`src/hdl/ddct_pkg.sv`:
```
// Package for the dual down-counter timer: beat types, operation codes,
// register offsets and identification constants. No dependencies.
package ddct_pkg;

  typedef enum logic [1:0] {
    OP_TICK  = 2'd0,
    OP_READ  = 2'd1,
    OP_WRITE = 2'd2
  } op_e;

  typedef struct packed {
    logic [1:0]  operation;
    logic [11:0] address;
    logic [31:0] write_data;
  } ddct_in_t;

  typedef struct packed {
    logic [31:0] read_data;
    logic        irq_one;
    logic        irq_two;
    logic        irq_combined;
  } ddct_out_t;

  // Command from the top level to one timer for the current beat.
  typedef struct packed {
    logic        tick;
    logic        wr;
    logic [4:0]  off;
    logic [31:0] data;
  } ddct_cmd_t;

  // What one timer reports back for the current beat.
  typedef struct packed {
    logic [31:0] rdata;
    logic        irq_next;
  } ddct_stat_t;

  localparam logic [4:0] OFF_LOAD   = 5'h00;
  localparam logic [4:0] OFF_VALUE  = 5'h04;
  localparam logic [4:0] OFF_CTRL   = 5'h08;
  localparam logic [4:0] OFF_INTCLR = 5'h0C;
  localparam logic [4:0] OFF_RIS    = 5'h10;
  localparam logic [4:0] OFF_MIS    = 5'h14;
  localparam logic [4:0] OFF_BGLOAD = 5'h18;

  localparam logic [11:0] TIMER_SPAN        = 12'h020;
  localparam logic [11:0] SECOND_TIMER_BASE = 12'h020;

  localparam logic [11:0] ADDR_ITCR    = 12'hF00;
  localparam logic [7:0]  ADDR_PID_HI  = 8'hFE;
  localparam logic [7:0]  ADDR_CID_HI  = 8'hFF;

  localparam int unsigned CTL_ENABLE   = 7;
  localparam int unsigned CTL_PERIODIC = 6;
  localparam int unsigned CTL_INTEN    = 5;
  localparam int unsigned CTL_SIZE32   = 1;
  localparam int unsigned CTL_ONESHOT  = 0;
  localparam logic [7:0]  CTL_MASK     = 8'hEF;
  localparam logic [7:0]  CTL_RESET    = 8'h20;

  localparam logic [1:0] PSC_DIV1  = 2'd0;
  localparam logic [1:0] PSC_DIV16 = 2'd1;

  localparam logic [31:0] PERIPH_ID = 32'd1316868;
  localparam logic [31:0] CELL_ID   = 32'd2970939405;

endpackage

```
`src/hdl/ddct_timer.sv`:
```
// One down-counting timer: load, control, count, prescaler and interrupt flag.
// Uses ddct_pkg for the command and status types and register offsets.
module ddct_timer (
  input  logic                  clk_i,
  input  logic                  rst_ni,
  input  ddct_pkg::ddct_cmd_t   cmd_i,
  output ddct_pkg::ddct_stat_t  stat_o
);

  logic [31:0] reload_q, reload_d;
  logic [7:0]  ctrl_q, ctrl_d;
  logic [31:0] count_q, count_d;
  logic [7:0]  presc_q, presc_d;
  logic        run_q, run_d;
  logic        irq_q, irq_d;

  logic        presc_inc;
  logic [31:0] mask_cur;
  logic [31:0] mask_new;

  always_comb begin
    mask_cur = ctrl_q[ddct_pkg::CTL_SIZE32] ? 32'hFFFF_FFFF : 32'h0000_FFFF;
    case (ctrl_q[3:2])
      ddct_pkg::PSC_DIV1:  presc_inc = 1'b0;
      ddct_pkg::PSC_DIV16: presc_inc = (presc_q < 8'd15);
      default:             presc_inc = (presc_q != 8'hFF);
    endcase
  end

  always_comb begin
    reload_d = reload_q;
    ctrl_d   = ctrl_q;
    count_d  = count_q;
    presc_d  = presc_q;
    run_d    = run_q;
    irq_d    = irq_q;
    mask_new = mask_cur;

    if (cmd_i.tick) begin
      if (ctrl_q[ddct_pkg::CTL_ENABLE] && run_q) begin
        if (presc_inc) begin
          presc_d = presc_q + 8'd1;
        end else begin
          presc_d = '0;
          if (count_q > 32'd1) begin
            count_d = count_q - 32'd1;
          end else begin
            irq_d = ctrl_q[ddct_pkg::CTL_INTEN];
            if (ctrl_q[ddct_pkg::CTL_ONESHOT]) begin
              count_d = '0;
              run_d   = 1'b0;
            end else if (ctrl_q[ddct_pkg::CTL_PERIODIC]) begin
              count_d = reload_q & mask_cur;
            end else begin
              count_d = mask_cur;
            end
          end
        end
      end
    end else if (cmd_i.wr) begin
      case (cmd_i.off)
        ddct_pkg::OFF_LOAD: begin
          reload_d = cmd_i.data;
          count_d  = cmd_i.data & mask_cur;
          presc_d  = '0;
          run_d    = ctrl_q[ddct_pkg::CTL_ENABLE];
        end
        ddct_pkg::OFF_CTRL: begin
          // The restart sees the freshly written size and enable bits.
          ctrl_d   = cmd_i.data[7:0] & ddct_pkg::CTL_MASK;
          mask_new = cmd_i.data[ddct_pkg::CTL_SIZE32] ? 32'hFFFF_FFFF : 32'h0000_FFFF;
          count_d  = reload_q & mask_new;
          presc_d  = '0;
          run_d    = cmd_i.data[ddct_pkg::CTL_ENABLE];
        end
        ddct_pkg::OFF_INTCLR: irq_d = 1'b0;
        ddct_pkg::OFF_BGLOAD: reload_d = cmd_i.data;
        default: ;
      endcase
    end
  end

  always_comb begin
    stat_o.irq_next = irq_d;
    case (cmd_i.off)
      ddct_pkg::OFF_LOAD:   stat_o.rdata = reload_q;
      ddct_pkg::OFF_VALUE:  stat_o.rdata = ctrl_q[ddct_pkg::CTL_ENABLE] ? count_q : reload_q;
      ddct_pkg::OFF_CTRL:   stat_o.rdata = {24'd0, ctrl_q};
      ddct_pkg::OFF_RIS:    stat_o.rdata = {31'd0, irq_q};
      ddct_pkg::OFF_MIS:    stat_o.rdata = {31'd0, irq_q & ctrl_q[ddct_pkg::CTL_INTEN]};
      ddct_pkg::OFF_BGLOAD: stat_o.rdata = reload_q;
      default:              stat_o.rdata = '0;
    endcase
  end

  always_ff @(posedge clk_i or negedge rst_ni) begin
    if (!rst_ni) begin
      reload_q <= '0;
      ctrl_q   <= ddct_pkg::CTL_RESET;
      count_q  <= 32'hFFFF_FFFF;
      presc_q  <= '0;
      run_q    <= 1'b0;
      irq_q    <= 1'b0;
    end else begin
      reload_q <= reload_d;
      ctrl_q   <= ctrl_d;
      count_q  <= count_d;
      presc_q  <= presc_d;
      run_q    <= run_d;
      irq_q    <= irq_d;
    end
  end

endmodule

```
`src/hdl/dual_down_counter_timer.sv`:
```
// Dual down-counter timer top level: input register, address decode, two timers,
// identification registers and result register. Depends on ddct_pkg, ddct_timer.
//
// Usage: every input beat is either one timer-clock tick (applied to both timers),
// a register read or a register write. Each accepted beat produces exactly one
// result beat carrying the read data (zero unless a mapped read) and both timer
// interrupt lines as they stand after the beat, plus their OR.
// Both channels use valid/ready. A beat is accepted when valid and ready are high.
// An accepted beat sits in the input register while the timers update from it, and
// the result register loads at the same edge as the timer state, once it is free or
// its beat is being taken.
// Throughput is one beat per cycle while the receiver takes results; the timer state update is a single pass of
// decode, a 32-bit decrement and selection between the input and result registers.
// When the receiver stalls, the result register holds its beat and the input
// register holds one more; in_ready_o drops only while both are full and the
// receiver is not taking the result.
// Reset clears both pipeline valids, the timer state to its documented reset
// values and the test control register; no beats are in flight afterwards.
module dual_down_counter_timer (
  input  logic                 clk_i,
  input  logic                 rst_ni,
  input  logic                 in_valid_i,
  output logic                 in_ready_o,
  input  ddct_pkg::ddct_in_t   in_data_i,
  output logic                 out_valid_o,
  input  logic                 out_ready_i,
  output ddct_pkg::ddct_out_t  out_data_o
);

  logic                 in_vld_q;
  ddct_pkg::ddct_in_t   in_item_q;
  logic                 out_vld_q;
  ddct_pkg::ddct_out_t  out_item_q, out_item_d;
  logic [31:0]          test_ctl_q, test_ctl_d;

  logic                 adv;
  logic                 is_tick, is_read, is_write, aligned;
  logic                 hit_one, hit_tmr, sel_two;
  logic [11:0]          two_off;
  logic [4:0]           tmr_off;
  ddct_pkg::ddct_cmd_t  cmd_one, cmd_two;
  ddct_pkg::ddct_stat_t stat_one, stat_two;
  logic [31:0]          misc_rdata;

  assign adv        = in_vld_q && (!out_vld_q || out_ready_i);
  assign in_ready_o = !in_vld_q || adv;

  assign is_tick  = in_item_q.operation == ddct_pkg::OP_TICK;
  assign is_read  = in_item_q.operation == ddct_pkg::OP_READ;
  assign is_write = in_item_q.operation == ddct_pkg::OP_WRITE;
  // Timer one sits at the bottom of the map, timer two at its own base.
  assign hit_one  = in_item_q.address < ddct_pkg::TIMER_SPAN;
  assign two_off  = in_item_q.address - ddct_pkg::SECOND_TIMER_BASE;
  assign sel_two  = !hit_one && (in_item_q.address >= ddct_pkg::SECOND_TIMER_BASE)
                    && (two_off < ddct_pkg::TIMER_SPAN);
  assign hit_tmr  = hit_one || sel_two;
  assign tmr_off  = sel_two ? two_off[4:0] : in_item_q.address[4:0];
  assign aligned  = tmr_off[1:0] == 2'b00;

  always_comb begin
    cmd_one.tick = adv && is_tick;
    cmd_one.wr   = adv && is_write && aligned && hit_one;
    cmd_one.off  = tmr_off;
    cmd_one.data = in_item_q.write_data;
    cmd_two      = cmd_one;
    cmd_two.wr   = adv && is_write && aligned && sel_two;
  end

  ddct_timer u_tmr_one (
    .clk_i  (clk_i),
    .rst_ni (rst_ni),
    .cmd_i  (cmd_one),
    .stat_o (stat_one)
  );

  ddct_timer u_tmr_two (
    .clk_i  (clk_i),
    .rst_ni (rst_ni),
    .cmd_i  (cmd_two),
    .stat_o (stat_two)
  );

  always_comb begin
    test_ctl_d = test_ctl_q;
    if (adv && is_write && !hit_tmr && in_item_q.address == ddct_pkg::ADDR_ITCR) begin
      test_ctl_d = in_item_q.write_data;
    end
  end

  always_comb begin
    misc_rdata = '0;
    if (in_item_q.address == ddct_pkg::ADDR_ITCR) begin
      misc_rdata = test_ctl_q;
    end else if (in_item_q.address[11:4] == ddct_pkg::ADDR_PID_HI) begin
      misc_rdata = {24'd0, ddct_pkg::PERIPH_ID[{in_item_q.address[3:2], 3'b000} +: 8]};
    end else if (in_item_q.address[11:4] == ddct_pkg::ADDR_CID_HI) begin
      misc_rdata = {24'd0, ddct_pkg::CELL_ID[{in_item_q.address[3:2], 3'b000} +: 8]};
    end
  end

  always_comb begin
    out_item_d.read_data = '0;
    if (is_read && aligned) begin
      if (hit_tmr) begin
        out_item_d.read_data = sel_two ? stat_two.rdata : stat_one.rdata;
      end else begin
        out_item_d.read_data = misc_rdata;
      end
    end
    out_item_d.irq_one      = stat_one.irq_next;
    out_item_d.irq_two      = stat_two.irq_next;
    out_item_d.irq_combined = stat_one.irq_next | stat_two.irq_next;
  end

  always_ff @(posedge clk_i or negedge rst_ni) begin
    if (!rst_ni) begin
      in_vld_q   <= 1'b0;
      out_vld_q  <= 1'b0;
      test_ctl_q <= '0;
    end else begin
      test_ctl_q <= test_ctl_d;
      if (in_ready_o) begin
        in_vld_q <= in_valid_i;
      end
      if (adv) begin
        out_vld_q <= 1'b1;
      end else if (out_ready_i) begin
        out_vld_q <= 1'b0;
      end
    end
  end

  always_ff @(posedge clk_i) begin
    if (in_ready_o && in_valid_i) begin
      in_item_q <= in_data_i;
    end
    if (adv) begin
      out_item_q <= out_item_d;
    end
  end

  assign out_valid_o = out_vld_q;
  assign out_data_o  = out_item_q;

endmodule

```
`config.mk`:
```
export PLATFORM = sky130hd
export DESIGN_NAME = dual_down_counter_timer
export DESIGN_NICKNAME = d
export VERILOG_FILES = /design/src/hdl/ddct_pkg.sv /design/src/hdl/ddct_timer.sv /design/src/hdl/dual_down_counter_timer.sv
export SDC_FILE = /design/constraint.sdc
export NUM_CORES = 1
export LEC_CHECK = 0
export BUFFER_PORTS_ARGS = -buffer_cell sky130_fd_sc_hd__buf_4
export CAP_MARGIN = 20
export CORE_MARGIN = 1
export CORE_UTILIZATION = 62
export DETAILED_ROUTE_END_ITERATION = 12
export GPL_ROUTABILITY_DRIVEN = 0
export PLACE_DENSITY = 0.81
export RECOVER_POWER = 50
export SLEW_MARGIN = 20
export SYNTH_ARGS = -nofsm -noshare
export SYNTH_HDL_FRONTEND = slang
export SYNTH_SLANG_ARGS = --single-unit
export TNS_END_PERCENT = 20
```
`constraint.sdc`:
```
create_clock -name clk_i -period 3.3 [get_ports clk_i]
set_input_delay 0.66 -clock clk_i [delete_from_list [all_inputs] [get_ports clk_i]]
set_output_delay 0.66 -clock clk_i [all_outputs]
set_load 0.02 [all_outputs]
```
==> results.sh <==
export IMPL_grt_usage=0.399
export IMPL_core_sq_mm=0.0246
export IMPL_r2r_end="u_tmr_one.presc_q[6]$_DFFE_PN0P_"
export IMPL_die_y_microns=161
export IMPL_io_pins=87
export IMPL_clk_path_buf_depth=3
export IMPL_max_freq_mhz=319
export IMPL_synth_area_sq_mm=0.0157
export IMPL_path_class="reg2reg"
export IMPL_drive_gt1_frac=0.226
export IMPL_initial_core_util=0.640
export IMPL_grt_pass1_wl_microns=79400
export IMPL_post_route_period_util=0.949
export IMPL_failed_checks="capacitance limit, slew limit"
export IMPL_hold_viol_final=0
export IMPL_nets=1686
export IMPL_vias=14327
export IMPL_synthToLayoutAreaGrowth_pct=12.9
export IMPL_grt_pass1_vias=13480
export IMPL_pwr_share_clk=0.450
export IMPL_synthMostInstantiatedCell="nand2_1"
export IMPL_vdd_drop_max_mv=0.428
export IMPL_switching_share=0.240
export IMPL_synthFlopType="dfrtp_1"
export IMPL_ff2ff_setup_slack_ns=0.17
export IMPL_cellPowerDensity_mw_per_mm2=432
export IMPL_multiInputGateArea_sq_mm=0.00778
export IMPL_critPathArrivalTime_ns=3.58
export IMPL_design_area_sq_mm=0.0178
export IMPL_numCtsBuffers=30
export IMPL_dieArea_sq_mm=0.0260
export IMPL_drc=0
export IMPL_synth_edf_count=81
export IMPL_path_clk_slew_ns=0.07
export IMPL_min_path_cells=1
export IMPL_startpoint="in_item_q[33]$_DFFE_PP_"
export IMPL_switchingPower_mw=1.84
export IMPL_r2r_start="in_item_q[33]$_DFFE_PP_"
export IMPL_hold_buffers=0
export IMPL_intPower_mw=5.84
export IMPL_ys_seq_area_frac=0.471
export IMPL_crit_path_start_kind="flip-flop"
export IMPL_synth_area_per_cell_sq_um=10.1
export IMPL_synthArstFlopShare=0.708
export IMPL_postCtsSetupBuffers=0
export IMPL_vias_per_cell=7.26
export IMPL_syn_nets=1622
export IMPL_postPlaceCellArea_sq_mm=0.0169
export IMPL_finalSetupTns_ns=0
export IMPL_htree_levels=1
export IMPL_rsz0062_at_grt="false"
export IMPL_synth_top_area_share=0.207
export IMPL_worstSetupEndpointType="flip-flop"
export IMPL_cts_num_sinks=277
export IMPL_final_antenna_net_count=0
export IMPL_p_leak_nw=7.25
export IMPL_grt_ovfl_total=0
export IMPL_wl_per_cell_microns=26.0
export IMPL_rows=57
export IMPL_synthCells=1561
export IMPL_status="finished, violations left"
export IMPL_synth_seq_cells=277
export IMPL_die_w_microns=161
export IMPL_cts_root_buf="clkbuf_16"
export IMPL_antenna_found_initial=1
export IMPL_drt_iter0_markers=2339
export IMPL_synth_top_cells_by_area="dfrtp_1, edfxtp_1, dfstp_2"
export IMPL_hold_path_class="in2reg"
export IMPL_finalSetupViolCount=0
export IMPL_drv_slew=42
export IMPL_clock_insertion_delay_worst_skew_ns=0.57
export IMPL_wl_microns=51200
export IMPL_numPortBuffers=86
export IMPL_seqPwrFrac=0.486
export IMPL_synth_top_area_cell="dfrtp_1"
export IMPL_cts_resized=0
export IMPL_cts_tree="done"
export IMPL_regArea_sq_mm=0.00742
export IMPL_crit_path_max_fanout=7
export IMPL_reg2reg_depth=6
export IMPL_hpwl_microns=34800
export IMPL_comb_power_share=0.065
export IMPL_crit_required_ns=3.75
export IMPL_yosysWarnings=0
export IMPL_fillers=1777
export IMPL_max_slew_worst_pin_slew_ns=2.39
export IMPL_maxSlewHeadroom=-0.592
export IMPL_grt_start_max_net_pins=120
export IMPL_timing_final_crit_period_ns=3.13
export IMPL_synthTopCellsByCount="nand2_1, dfrtp_1, mux2_2"
export IMPL_synth_distinct_cells=81
export IMPL_drv_cap=1
export IMPL_cp_endpoint="u_tmr_one.presc_q[6]$_DFFE_PN0P_"
export IMPL_drt_first_pass_iters=6
export IMPL_worst_clock_skew_ns=0.0124
## power groups by stage
stage,registers (mW),clock network (mW),logic (mW)
after floorplan,3.77,0,0.234
after global placement,3.78,0,0.501
after detailed placement,3.78,0,0.510
after CTS,3.72,3.46,0.513
after global routing,3.74,3.59,0.534
final,3.73,3.45,0.496
## kinds of logic (layout without fill, tap and decap cells)
logic type      count (synthesis)  after routing  synth area share
fa+ha+maj                      11             11           0.00875
compound gates                442            442             0.191
flops                         277            277             0.471
buf+inv                       145            233            0.0371
simple gates                  495            495             0.163
xor+xnor                       32             32            0.0178
other cells                     0              1                 0
mux                           159            159             0.110
## through the flow
step | utilization | setup slack (ns) | hold slack (ns) | cells | power [mW]
2_1_floorplan | - | 0.807 | 0.364 | 1561 | 4.00
3_3_place_gp | 0.688 | 0.440 | 0.487 | 1917 | 4.28
3_5_place_dp | 0.688 | 0.344 | 0.489 | 1917 | 4.29
4_1_cts | 0.728 | 0.376 | 0.0236 | 1973 | 7.70
5_1_grt | 0.722 | 0.110 | 0.273 | 1973 | 7.86
6_report | 0.722 | 0.168 | 0.287 | 1974 | 7.68
## flip-flops by register name (all words and copies together) (netlist names), 7 cells and up
name,cells
u_tmr_one.presc_q,8
u_tmr_one.ctrl_q,7
cmd_one,32
u_tmr_one.count_q,32
out_data_o,35
u_tmr_two.presc_q,8
in_item_q,14
u_tmr_one.reload_q,32
test_ctl_q,32
u_tmr_two.ctrl_q,7
u_tmr_two.count_q,32
u_tmr_two.reload_q,32
## worst min path at each step
stage / startpoint / to / slack, ns
floorplan: rst_ni / in_vld_q$_DFFE_PN0N_ / 0.36
CTS: rst_ni / u_tmr_one.presc_q[2]$_DFFE_PN0P_ / 0.02
global placement: test_ctl_q[8]$_DFFE_PN0P_ / test_ctl_q[8]$_DFFE_PN0P_ / 0.49
finish: in_data_i[17] / cmd_one[17]$_DFFE_PP_ / 0.29
detailed placement: u_tmr_two.run_q$_DFFE_PN0P_ / u_tmr_two.run_q$_DFFE_PN0P_ / 0.49
global route: in_data_i[15] / cmd_one[15]$_DFFE_PP_ / 0.27
## per-layer routing
| metal | part of all wire | up-vias | GRT usage |
|---|---|---|---|
| li1 | - | 6059 | - |
| met1 | 0.37 | 6891 | 0.562 |
| met2 | 0.42 | 1188 | 0.560 |
| met3 | 0.16 | 189 | 0.143 |
| met4 | 0.045 | 0 | 0.157 |
| met5 | 0 | - | 0 |
## critical path, cell delays in order, from the launching register on
cell and delay, ns:
edfxtp_1 0.50, nor4_1 0.52, nand3_1 0.32, nor3_2 0.74, nor2_1 0.28, or2_0 0.39
o41ai_1 0.27
## layout make-up
type / instances / share of cell area
Tap cell: 324 / 0.0228
Clock buffer: 39 / 0.0459
Multi-Input combinational cell: 1139 / 0.438
Timing Repair Buffer: 146 / 0.0593
Antenna cell: 1 / 0.000141
Clock inverter: 17 / 0.0102
Inverter: 31 / 0.00655
Sequential cell: 277 / 0.417
## cells in the final DEF (no fill, tap or decap), types with 33 or more instances in the layout
master,count
nor2_1,97
buf_4,54
nand3_1,45
clkbuf_1,44
o21ai_0,103
clkbuf_4,46
a21oi_1,90
dfstp_2,66
nor3_1,46
o31ai_1,35
edfxtp_1,81
a221oi_1,43
mux2i_1,43
dfrtp_1,130
mux2_2,111
nand2b_1,33
nand2_1,141
No activity file was read; power rests on OpenSTA's default activity.
